$ cat src/rtl/ihs_pkg.sv
// ----------------------------------------------------------------------------
// Image header sniffer package
// Shared sizes, image-kind codes and the magic byte patterns.
// ----------------------------------------------------------------------------
package ihs_pkg;

    localparam int HEADER_BYTES = 16;
    localparam int SIG_BYTES    = 12;
    localparam int POS_W        = $clog2(HEADER_BYTES + 1);
    localparam int IDX_W        = $clog2(SIG_BYTES);

    typedef enum logic [2:0] {
        KIND_NONE = 3'd0,
        KIND_JPEG = 3'd1,
        KIND_PNG  = 3'd2,
        KIND_SVG  = 3'd3,
        KIND_WEBP = 3'd4,
        KIND_GIF  = 3'd5,
        KIND_BMP  = 3'd6,
        KIND_HEIF = 3'd7
    } t_kind;

    typedef logic [POS_W-1:0] t_pos;

    localparam logic [23:0] SIG_JPEG   = 24'hFFD8FF;
    localparam logic [63:0] SIG_PNG    = 64'h89504E470D0A1A0A;
    localparam logic [31:0] SIG_SVG_LO = 32'h3C737667;
    localparam logic [31:0] SIG_SVG_UP = 32'h3C535647;
    localparam logic [31:0] SIG_RIFF   = 32'h52494646;
    localparam logic [31:0] SIG_WEBP   = 32'h57454250;
    localparam logic [47:0] SIG_GIF87  = 48'h474946383761;
    localparam logic [47:0] SIG_GIF89  = 48'h474946383961;
    localparam logic [15:0] SIG_BMP    = 16'h424D;
    localparam logic [31:0] SIG_FTYP   = 32'h66747970;
    localparam logic [31:0] SIG_HEIC   = 32'h68656963;
    localparam logic [31:0] SIG_MIF1   = 32'h6D696631;

endpackage

$ cat src/rtl/image_header_sniffer.sv
// ----------------------------------------------------------------------------
// Image header sniffer
// Classifies a file as one of several image kinds from its leading bytes.
// ----------------------------------------------------------------------------
// The block takes one file byte per item and accepts a new item in every
// cycle while o_in_stall is low. The result item for a file comes out in
// the cycle after its sixteenth byte is taken, or after its last byte when
// the file is shorter, with KIND_NONE in that case. Later bytes give no
// item; the byte after an end_of_file byte starts a new file. A result in
// the output register does not block input unless the output side stalls.
module image_header_sniffer (
    input  logic                 i_clk,
    input  logic                 i_rst_n,
    input  logic                 i_in_valid,
    output logic                 o_in_stall,
    input  logic [7:0]           i_file_byte,
    input  logic                 i_end_of_file,
    output logic                 o_out_valid,
    input  logic                 i_out_stall,
    output logic [2:0]           o_image_kind
);
    import ihs_pkg::*;

    localparam t_pos POS_LAST = t_pos'(HEADER_BYTES - 1);
    localparam t_pos POS_FULL = t_pos'(HEADER_BYTES);
    localparam t_pos POS_SIG  = t_pos'(SIG_BYTES);
    localparam t_pos POS_ONE  = t_pos'(1);
    localparam int   VW       = SIG_BYTES * 8;

    logic [7:0]          r_store [SIG_BYTES];
    t_pos                r_pos;
    t_pos                n_pos;
    logic                r_valid;
    logic                n_valid;
    t_kind               r_kind;
    t_kind               n_kind;
    logic                in_take;
    logic                collecting;
    logic                result_now;
    logic [VW-1:0]       hdr;
    t_kind               kind;

    assign o_in_stall   = r_valid && i_out_stall;
    assign in_take      = i_in_valid && !o_in_stall;
    assign collecting   = r_pos < POS_FULL;
    assign result_now   = in_take && collecting && ((r_pos == POS_LAST) || i_end_of_file);
    assign o_out_valid  = r_valid;
    assign o_image_kind = r_kind;

    // The byte being taken stands in for its own store entry.
    always_comb begin
        for (int i = 0; i < SIG_BYTES; i++) begin
            if (r_pos == t_pos'(i)) begin
                hdr[(SIG_BYTES - 1 - i) * 8 +: 8] = i_file_byte;
            end else begin
                hdr[(SIG_BYTES - 1 - i) * 8 +: 8] = r_store[i];
            end
        end
    end

    always_comb begin
        if (hdr[VW-1 -: 24] == SIG_JPEG) begin
            kind = KIND_JPEG;
        end else if (hdr[VW-1 -: 64] == SIG_PNG) begin
            kind = KIND_PNG;
        end else if (hdr[VW-1 -: 32] == SIG_SVG_LO || hdr[VW-1 -: 32] == SIG_SVG_UP) begin
            kind = KIND_SVG;
        end else if (hdr[VW-1 -: 32] == SIG_RIFF && hdr[VW-65 -: 32] == SIG_WEBP) begin
            kind = KIND_WEBP;
        end else if (hdr[VW-1 -: 48] == SIG_GIF87 || hdr[VW-1 -: 48] == SIG_GIF89) begin
            kind = KIND_GIF;
        end else if (hdr[VW-1 -: 16] == SIG_BMP) begin
            kind = KIND_BMP;
        end else if (hdr[VW-33 -: 32] == SIG_FTYP &&
                     (hdr[VW-65 -: 32] == SIG_HEIC || hdr[VW-65 -: 32] == SIG_MIF1)) begin
            kind = KIND_HEIF;
        end else begin
            kind = KIND_NONE;
        end
    end

    always_comb begin
        n_pos   = r_pos;
        n_valid = r_valid && i_out_stall;
        n_kind  = r_kind;
        if (in_take) begin
            if (i_end_of_file) begin
                n_pos = '0;
            end else if (collecting) begin
                n_pos = r_pos + POS_ONE;
            end
        end
        if (result_now) begin
            n_valid = 1'b1;
            n_kind  = (r_pos == POS_LAST) ? kind : KIND_NONE;
        end
    end

    always_ff @(posedge i_clk) begin
        if (!i_rst_n) begin
            r_pos   <= '0;
            r_valid <= 1'b0;
        end else begin
            r_pos   <= n_pos;
            r_valid <= n_valid;
        end
    end

    always_ff @(posedge i_clk) begin
        r_kind <= n_kind;
        if (in_take && r_pos < POS_SIG) begin
            r_store[r_pos[IDX_W-1:0]] <= i_file_byte;
        end
    end

endmodule
$ cat config.mk
export PLATFORM = sky130hd
export DESIGN_NAME = image_header_sniffer
export DESIGN_NICKNAME = d
export VERILOG_FILES = /design/src/rtl/ihs_pkg.sv /design/src/rtl/image_header_sniffer.sv
export SDC_FILE = /design/constraint.sdc
export NUM_CORES = 1
export LEC_CHECK = 0
export ABC_CLOCK_PERIOD_IN_PS = 7400
export BUFFER_PORTS_ARGS = -buffer_cell sky130_fd_sc_hd__buf_2
export CORE_MARGIN = 4
export CORE_UTILIZATION = 40
export DETAILED_ROUTE_END_ITERATION = 16
export HOLD_SLACK_MARGIN = 0.1
export SYNTH_ARGS = -nofsm -noshare
export SYNTH_HDL_FRONTEND = slang
export SYNTH_SLANG_ARGS = --single-unit
$ cat constraint.sdc
create_clock -name i_clk -period 7.4 [get_ports i_clk]
set_input_delay 0.74 -clock i_clk [delete_from_list [all_inputs] [get_ports i_clk]]
set_output_delay 0.74 -clock i_clk [all_outputs]
set_load 0.01 [all_outputs]
; Word-level counts from Yosys, hierarchy flattened
; Memories as Yosys holds them, arrays and structs flattened.
; Cells that the tools add are included.
[totals]
regBits = 9
mem_bits_rw = 96
out_inout_bits = 5
elab_cells = 75
memories = 1
[op_classes]
addsub = 1
order_cmp = 2
eq_ne = 24
n_mux = 24
n_bitwise = 1
n_reduce_logical = 17
[mem_list]
columns = memory, words, width, read_ports, rd_ports_with_merged_regs, wr, line
row1 = r_store, 12, 8, 12, 0, 1, image_header_sniffer.sv:30  ; logic [7:0] r_store [SIG_BYTES];
[op_table]
columns = op, count
row1 = 32-bit by 31-bit == test with 1-bit output (second input constant), 5
row2 = 48-bit by 47-bit == test with 1-bit output (second input constant), 2
row3 = 8-bit two-way mux, 12
row4 = 32-bit by 30-bit == test with 1-bit output (second input constant), 2
row5 = 64-bit == test (second input constant), 1
row6 = 5-bit by 4-bit == test with 1-bit output (second input constant), 5
row7 = 24-bit == test (second input constant), 1
row8 = 5-bit by 3-bit == test with 1-bit output (second input constant), 4
row9 = 16-bit by 15-bit == test with 1-bit output (second input constant), 1
row10 = 3-bit two-way mux, 4
row11 = 5-bit by 2-bit == test with 1-bit output (second input constant), 2
row12 = 5-bit two-way mux, 2
row13 = 1-bit logical AND, 7
row14 = 5-bit by 1-bit adder with 5-bit output (second input constant), 1
row15 = 5-bit by 1-bit == test with 1-bit output (second input constant), 1
row16 = 5-bit logical NOT, 1
row17 = 5-bit by 4-bit less-than comparator with 1-bit output (second input constant), 1
row18 = 5-bit less-than comparator (second input constant), 1
row19 = 1-bit logical OR, 4
row20 = 1-bit two-way mux, 4
row21 = 2-bit two-way mux, 2
row22 = 4-bit OR reduction, 1
row23 = 2-bit AND reduction, 1
row24 = 2-bit nonzero test, 1
row25 = other kinds (3), 3

; Depth between registers and ports, before layout
[depth]
depth_word = 12
ltp_mapped = 10
ltp_nobuf = 9

; Worst setup path before layout
; OpenSTA, ideal clock, no wires.
[synth_path]
path_kind = register to register
start = reg r_pos[0]
end = reg r_kind[1], in the netlist o_image_kind[1] (data pin)
setup_ns = 0.154
t_arrival_ns = 2.866
t_required_ns = 7.246
path_slack_ns = 4.380
stages_incl_launch_ff = 9
n_path_buf = 1
period_less_slack_ns = 3.020
path_cell_list = dfxtp_1 > ha_1 > or4b_4 > buf_6 > mux2_4 > a21oi_2 > or4b_1 > or4_1 > a41oi_2
[synth_via]
elab_chain_len = 11
[synth_lines]
columns = item, line
row1 = start: declaration, image_header_sniffer.sv:31  ; t_pos r_pos;
row2 = start signal: assignment, image_header_sniffer.sv:104  ; r_pos <= n_pos;
row3 = 5-bit by 4-bit == test with 1-bit output, image_header_sniffer.sv:53  ; if (r_pos == t_pos'(i)) begin
row4 = 8-bit two-way mux, image_header_sniffer.sv:53
row5 = 32-bit by 31-bit == test with 1-bit output, image_header_sniffer.sv:75  ; (hdr[VW-65 -: 32] == SIG_HEIC || hdr[VW-65 -: 32] == SIG_MIF1)) begin
row6 = 1-bit logical OR, image_header_sniffer.sv:75
row7 = 1-bit logical AND, image_header_sniffer.sv:74  ; end else if (hdr[VW-33 -: 32] == SIG_FTYP &&
row8 = 3-bit two-way mux, image_header_sniffer.sv:74
row9 = 3-bit two-way mux, image_header_sniffer.sv:72  ; end else if (hdr[VW-1 -: 16] == SIG_BMP) begin
row10 = 3-bit two-way mux, image_header_sniffer.sv:70  ; end else if (hdr[VW-1 -: 48] == SIG_GIF87 || hdr[VW-1 -: 48] == SIG_GIF89) begin
row11 = 3-bit two-way mux, image_header_sniffer.sv:68  ; end else if (hdr[VW-1 -: 32] == SIG_RIFF && hdr[VW-65 -: 32] == SIG_WEBP) begin
row12 = 2-bit two-way mux, image_header_sniffer.sv:66  ; end else if (hdr[VW-1 -: 32] == SIG_SVG_LO || hdr[VW-1 -: 32] == SIG_SVG_UP) begin
row13 = 2-bit two-way mux, image_header_sniffer.sv:64  ; end else if (hdr[VW-1 -: 64] == SIG_PNG) begin
row14 = end signal: assignment, image_header_sniffer.sv:110  ; r_kind <= n_kind;
row15 = end: declaration, image_header_sniffer.sv:35  ; t_kind r_kind;
; Parallel ways exist; a longest one is shown, timed or not.
; A chain may end at the register's enable or synchronous reset.

; Worst setup path in the final report
[layout_path]
start = reg r_pos[2]
end = reg r_kind[2], in the netlist o_image_kind[2] (data pin)
[layout_via]
elab_chain_len = 9
[layout_lines]
columns = item, line
row1 = 5-bit by 4-bit == test with 1-bit output, image_header_sniffer.sv:53
row2 = 8-bit two-way mux, image_header_sniffer.sv:53
row3 = 32-bit by 31-bit == test with 1-bit output, image_header_sniffer.sv:75
row4 = 1-bit logical OR, image_header_sniffer.sv:75
row5 = 1-bit logical AND, image_header_sniffer.sv:74
row6 = 3-bit two-way mux, image_header_sniffer.sv:74
row7 = 3-bit two-way mux, image_header_sniffer.sv:72
row8 = 3-bit two-way mux, image_header_sniffer.sv:70
row9 = 3-bit two-way mux, image_header_sniffer.sv:68
; Parallel ways exist; a longest one is shown, timed or not.

==> qor_table.md <==
| Step | Item | This run |
|---|---|---|
| clocking | Number of buffers added by the clock tree synthesis step | 9 |
| logic synthesis | Cell accounting for the most synthesized area | sky130_fd_sc_hd__edfxtp_1 |
| finish | Utilization of the core after routing | 45.5% |
| clocking | Cell at the root of the clock tree | sky130_fd_sc_hd__clkbuf_16 |
| clocking | CTS Buffer Depth | 2 |
| detailed routing | Via Count | 4254 |
| clocking | Post-CTS setup buffer count | 0 |
| hold path | Number of stages on the worst hold path | 2 |
| clocking | Htree depth | 3 |
| pwr | Leakage power total | 1.89 nW |
| global route | Fraction of met1 tracks used by global routing | 28.4% |
| floorplan | Starting utilization of the core area | 41.5% |
| sta | Number of setup violations in the final report | 0 |
| floorplan | Boundary Pins | 18 |
| pwr | Net switching power | 0.000268 W |
| critical path | Worst R2R Setup Slack | 3620 ps |
| pwr | Internal cell power | 0.000971 W |
| logic synthesis | Synth Instances | 488 |
| logic synthesis | Async set-reset flop share out of synthesis | 0% |
| finish | Final net count | 508 |
| logic synthesis | Yosys top cell area share | 53.3% |
| logic synthesis | Mean area per synthesized cell | 11.4 um^2 |
| placed design | Placed Instance Area | 0.00581 mm^2 |
| global route | Number of global-route vias before repair | 4052 |
| critical path | Destination of the worst register-to-register timing path | o_image_kind[2] |
| placed design | Detailed placer's ending HPWL | 10.1 mm |
| sta | Final total negative setup slack | 0 ps |
| pwr | Power density over cell area | 202 mW/mm^2 |
| global route | Global-route wire length before repair | 24.2 mm |
| logic synthesis | Sequential element share of the synthesized area | 55.5% |
| hold path | Sink of the worst hold path | r_pos[0] |
| detailed routing | Number of vias per cell | 6.34 |
| sta | Max_slew headroom | 23.8% |
| logic synthesis | Count of unique library cells instantiated by Yosys | 71 |
| floorplan | Core footprint | 0.0135 mm^2 |
| clocking | CTS tree | built |
| placed design | Placed insts | 655 |
| run | Max Cap Violations | 0 |
| floorplan | Die boundary width | 126 um |
| critical path | Arrival time of the worst setup path | 3930 ps |
| sta | Max-slew violation total from the final report | 0 |
| logic synthesis | Number of flops mapped to enable cells by yosys | 99 |
| global route | Busiest metal layer after global routing | met2 |
| critical path | Worst-case reg-to-reg path depth | 7 |
| logic synthesis | Top FF cell, synth | sky130_fd_sc_hd__edfxtp_1 |
| clocking | Hold buffer count at cts | 0 |
| finish | Post-route cell area | 0.00613 mm^2 |
| sta | Maximum operating frequency | 265 MHz |
| clocking | Clock latency on the worst-skew pair | 350 ps |
| critical path | Startpoint of the most critical register-to-register path | r_pos[2] |
| global route | Global routing usage on met3 | 3.98% |
| sta | Time the final worst path needs with I/O delays and setup | 3780 ps |
| critical path | Critical path required time | 7560 ps |
| sta | Worst-margin pin slew | 1130 ps |
| floorplan | DIE HEIGHT | 126 um |
| logic synthesis | Synth warnings | 0 |
| logic synthesis | Cell area after synthesis | 0.00558 mm^2 |
| status | Status | finished, final reports clean |
| pwr | Power Total | 0.00124 W |
| critical path | Type of destination of the critical path | flop |
| critical path | Startpoint type of the worst setup path | flop |
| floorplan | Die Outline Area | 0.0159 mm^2 |
| pwr | Sequential group share of total power | 53.3% |
| finish | Antenna cells | 0 |
| global route | Global route overflow | 0 |
| pwr | Part of the total power dissipated in combinational logic | 5.5% |
| sta | Fraction of the cycle the final worst path needs | 51.0% |
| detailed routing | Routed wire length | 15.4 mm |
| detailed routing | Routed wirelength normalized by instance count | 22.9 um |
| detailed routing | Number of DRC violations after detailed routing | 0 |
| global route | Largest net degree at the start of global routing | 32 |
| finish | Fillcell total | 1258 |
| critical path | Start-to-end type of the worst setup path | flop to flop |
| hold path | Start point of the worst min-delay path | r_pos[0] |
| clocking | Clock slew at reported path FFs | 70 ps |
| global route | Total routing resource utilization after global routing | 19.6% |
| sta | Final hold violations | 0 |
| floorplan | Number of placement rows | 42 |
| placed design | Port buffer count | 17 |
| finish | Most common cell after layout, fill and taps aside | sky130_fd_sc_hd__edfxtp_1 |
| clocking | Total clock sinks | 105 |
| detailed routing | Iter 0 DRT Violations | 547 |
| critical path | Maximum fanout encountered on the critical timing path | 27 |
| logic synthesis | Number of storage elements in the synthesis netlist | 105 |
| logic synthesis | Largest cells by area after synthesis | sky130_fd_sc_hd__edfxtp_1 (53%), sky130_fd_sc_hd__mux2i_1 (2.9%), sky130_fd_sc_hd__nand2_1 (2.6%) |
| placed design | Gp weighted congestion | 0.938 |
| clocking | Count of instances resized after the clock tree is built | 0 |
| global route | Number of antenna violations at the first check in global routing | 0 |
| logic synthesis | Syn_nets | 506 |
| hold path | Type of the worst min-delay path | flop to flop |
| sta | Clock skew after layout | 7.91 ps |
| global route | GR met2 Demand/Resource | 29.7% |
| pwr | Clock share of power | 41.2% |
| finish | Highest-count cells in the layout ignoring fill and taps | sky130_fd_sc_hd__edfxtp_1 (99), sky130_fd_sc_hd__nand2_1 (38), sky130_fd_sc_hd__nor2_1 (36) |
| detailed routing | Remaining antenna violation count | 0 |
| pwr | Largest voltage drop on the vdd net | 0.102 mV |
| pwr | Sw Ratio | 21.6% |
| detailed routing | 1st-pass router iterations | 5 |
| finish | Share of cells above drive strength 1 | 12.3% |
| finish | Final non-filler cell total | 671 |
| finish | P&R area growth vs syn | 9.83% |
| sta | Unrepaired setup endpoints after global routing | false |
==> cell families (layout without fill, tap and decap cells) <==
family | Yosys count | in the layout | share of synthesized area, %
compound gates | 81 | 81 | 10.4
fa+ha+maj | 5 | 5 | 1.12
buf+inv | 43 | 50 | 3.16
flops | 105 | 105 | 55.5
mux | 24 | 24 | 4.55
simple gates | 230 | 230 | 25.3
==> worst max-delay path, cell delays in order (launching register included) <==
cell and delay [ps]:
sky130_fd_sc_hd__dfxtp_1 850, sky130_fd_sc_hd__nor4bb_2 1020, sky130_fd_sc_hd__mux2i_1 290, sky130_fd_sc_hd__nor4_1 250, sky130_fd_sc_hd__o2111ai_1 200, sky130_fd_sc_hd__nor4_1 450, sky130_fd_sc_hd__nand2b_1 180, sky130_fd_sc_hd__a2111oi_2 330
==> per-stage QoR <==
stage | hold slack (ps) | setup slack (ps)
detailed placement | 592 | 3720
finish | 611 | 3620
floorplan | 549 | 4380
CTS | 604 | 3700
global route | 640 | 3270
global placement | 568 | 3780
==> area by class of cell <==
cell class	instances	area [um^2]	area share (%)
Clock buffer	10	229	3.74
Clock inverter	6	91.3	1.49
Inverter	11	41.3	0.674
Multi-Input combinational cell	340	2320	37.9
Sequential cell	105	3090	50.5
Tap cell	176	220	3.59
Timing Repair Buffer	23	130	2.12
==> power groups by stage <==
stage	logic (W)	registers [W]	clock network, W
2_1_floorplan	0.0000359	0.000673	0
3_3_place_gp	0.0000667	0.000674	0
3_5_place_dp	0.0000673	0.000674	0
4_1_cts	0.0000670	0.000661	0.000516
5_1_grt	0.0000735	0.000661	0.000546
6_report	0.0000676	0.000661	0.000510
==> Yosys cell counts (all sizes together), types with 9 or more instances <==
library cell  number
inv               11
nand2             38
buf                9
nor4              13
a21oi             15
edfxtp            99
or4b               9
nand3b            11
clkbuf            23
or3                9
nor2              36
nand4             12
o21ai             16
mux2i             16
nor3              16
nand3             24
==> worst max-delay path by stage <==
stage          cells past startpoint  startpoint               to
2_1_floorplan                      8    r_pos[0]  o_image_kind[1]
3_3_place_gp                       7    r_pos[2]  o_image_kind[2]
3_5_place_dp                       6    r_pos[2]  o_image_kind[1]
4_1_cts                            7    r_pos[2]  o_image_kind[2]
5_1_grt                            7    r_pos[2]  o_image_kind[2]
6_report                           7    r_pos[2]  o_image_kind[2]
==> per-layer routing <==
metal,part of all wire (%),vias to the layer above
li1,-,1929
met1,44,2072
met2,45,228
met3,9.0,25
met4,2.0,0
met5,0,-
==> flip-flops by register name, summed over array words and instances (netlist names) <==
register and cells:
r_store 96, o_out_valid 1, r_pos 5, o_image_kind 3
No activity file was read; power rests on OpenSTA's default activity.
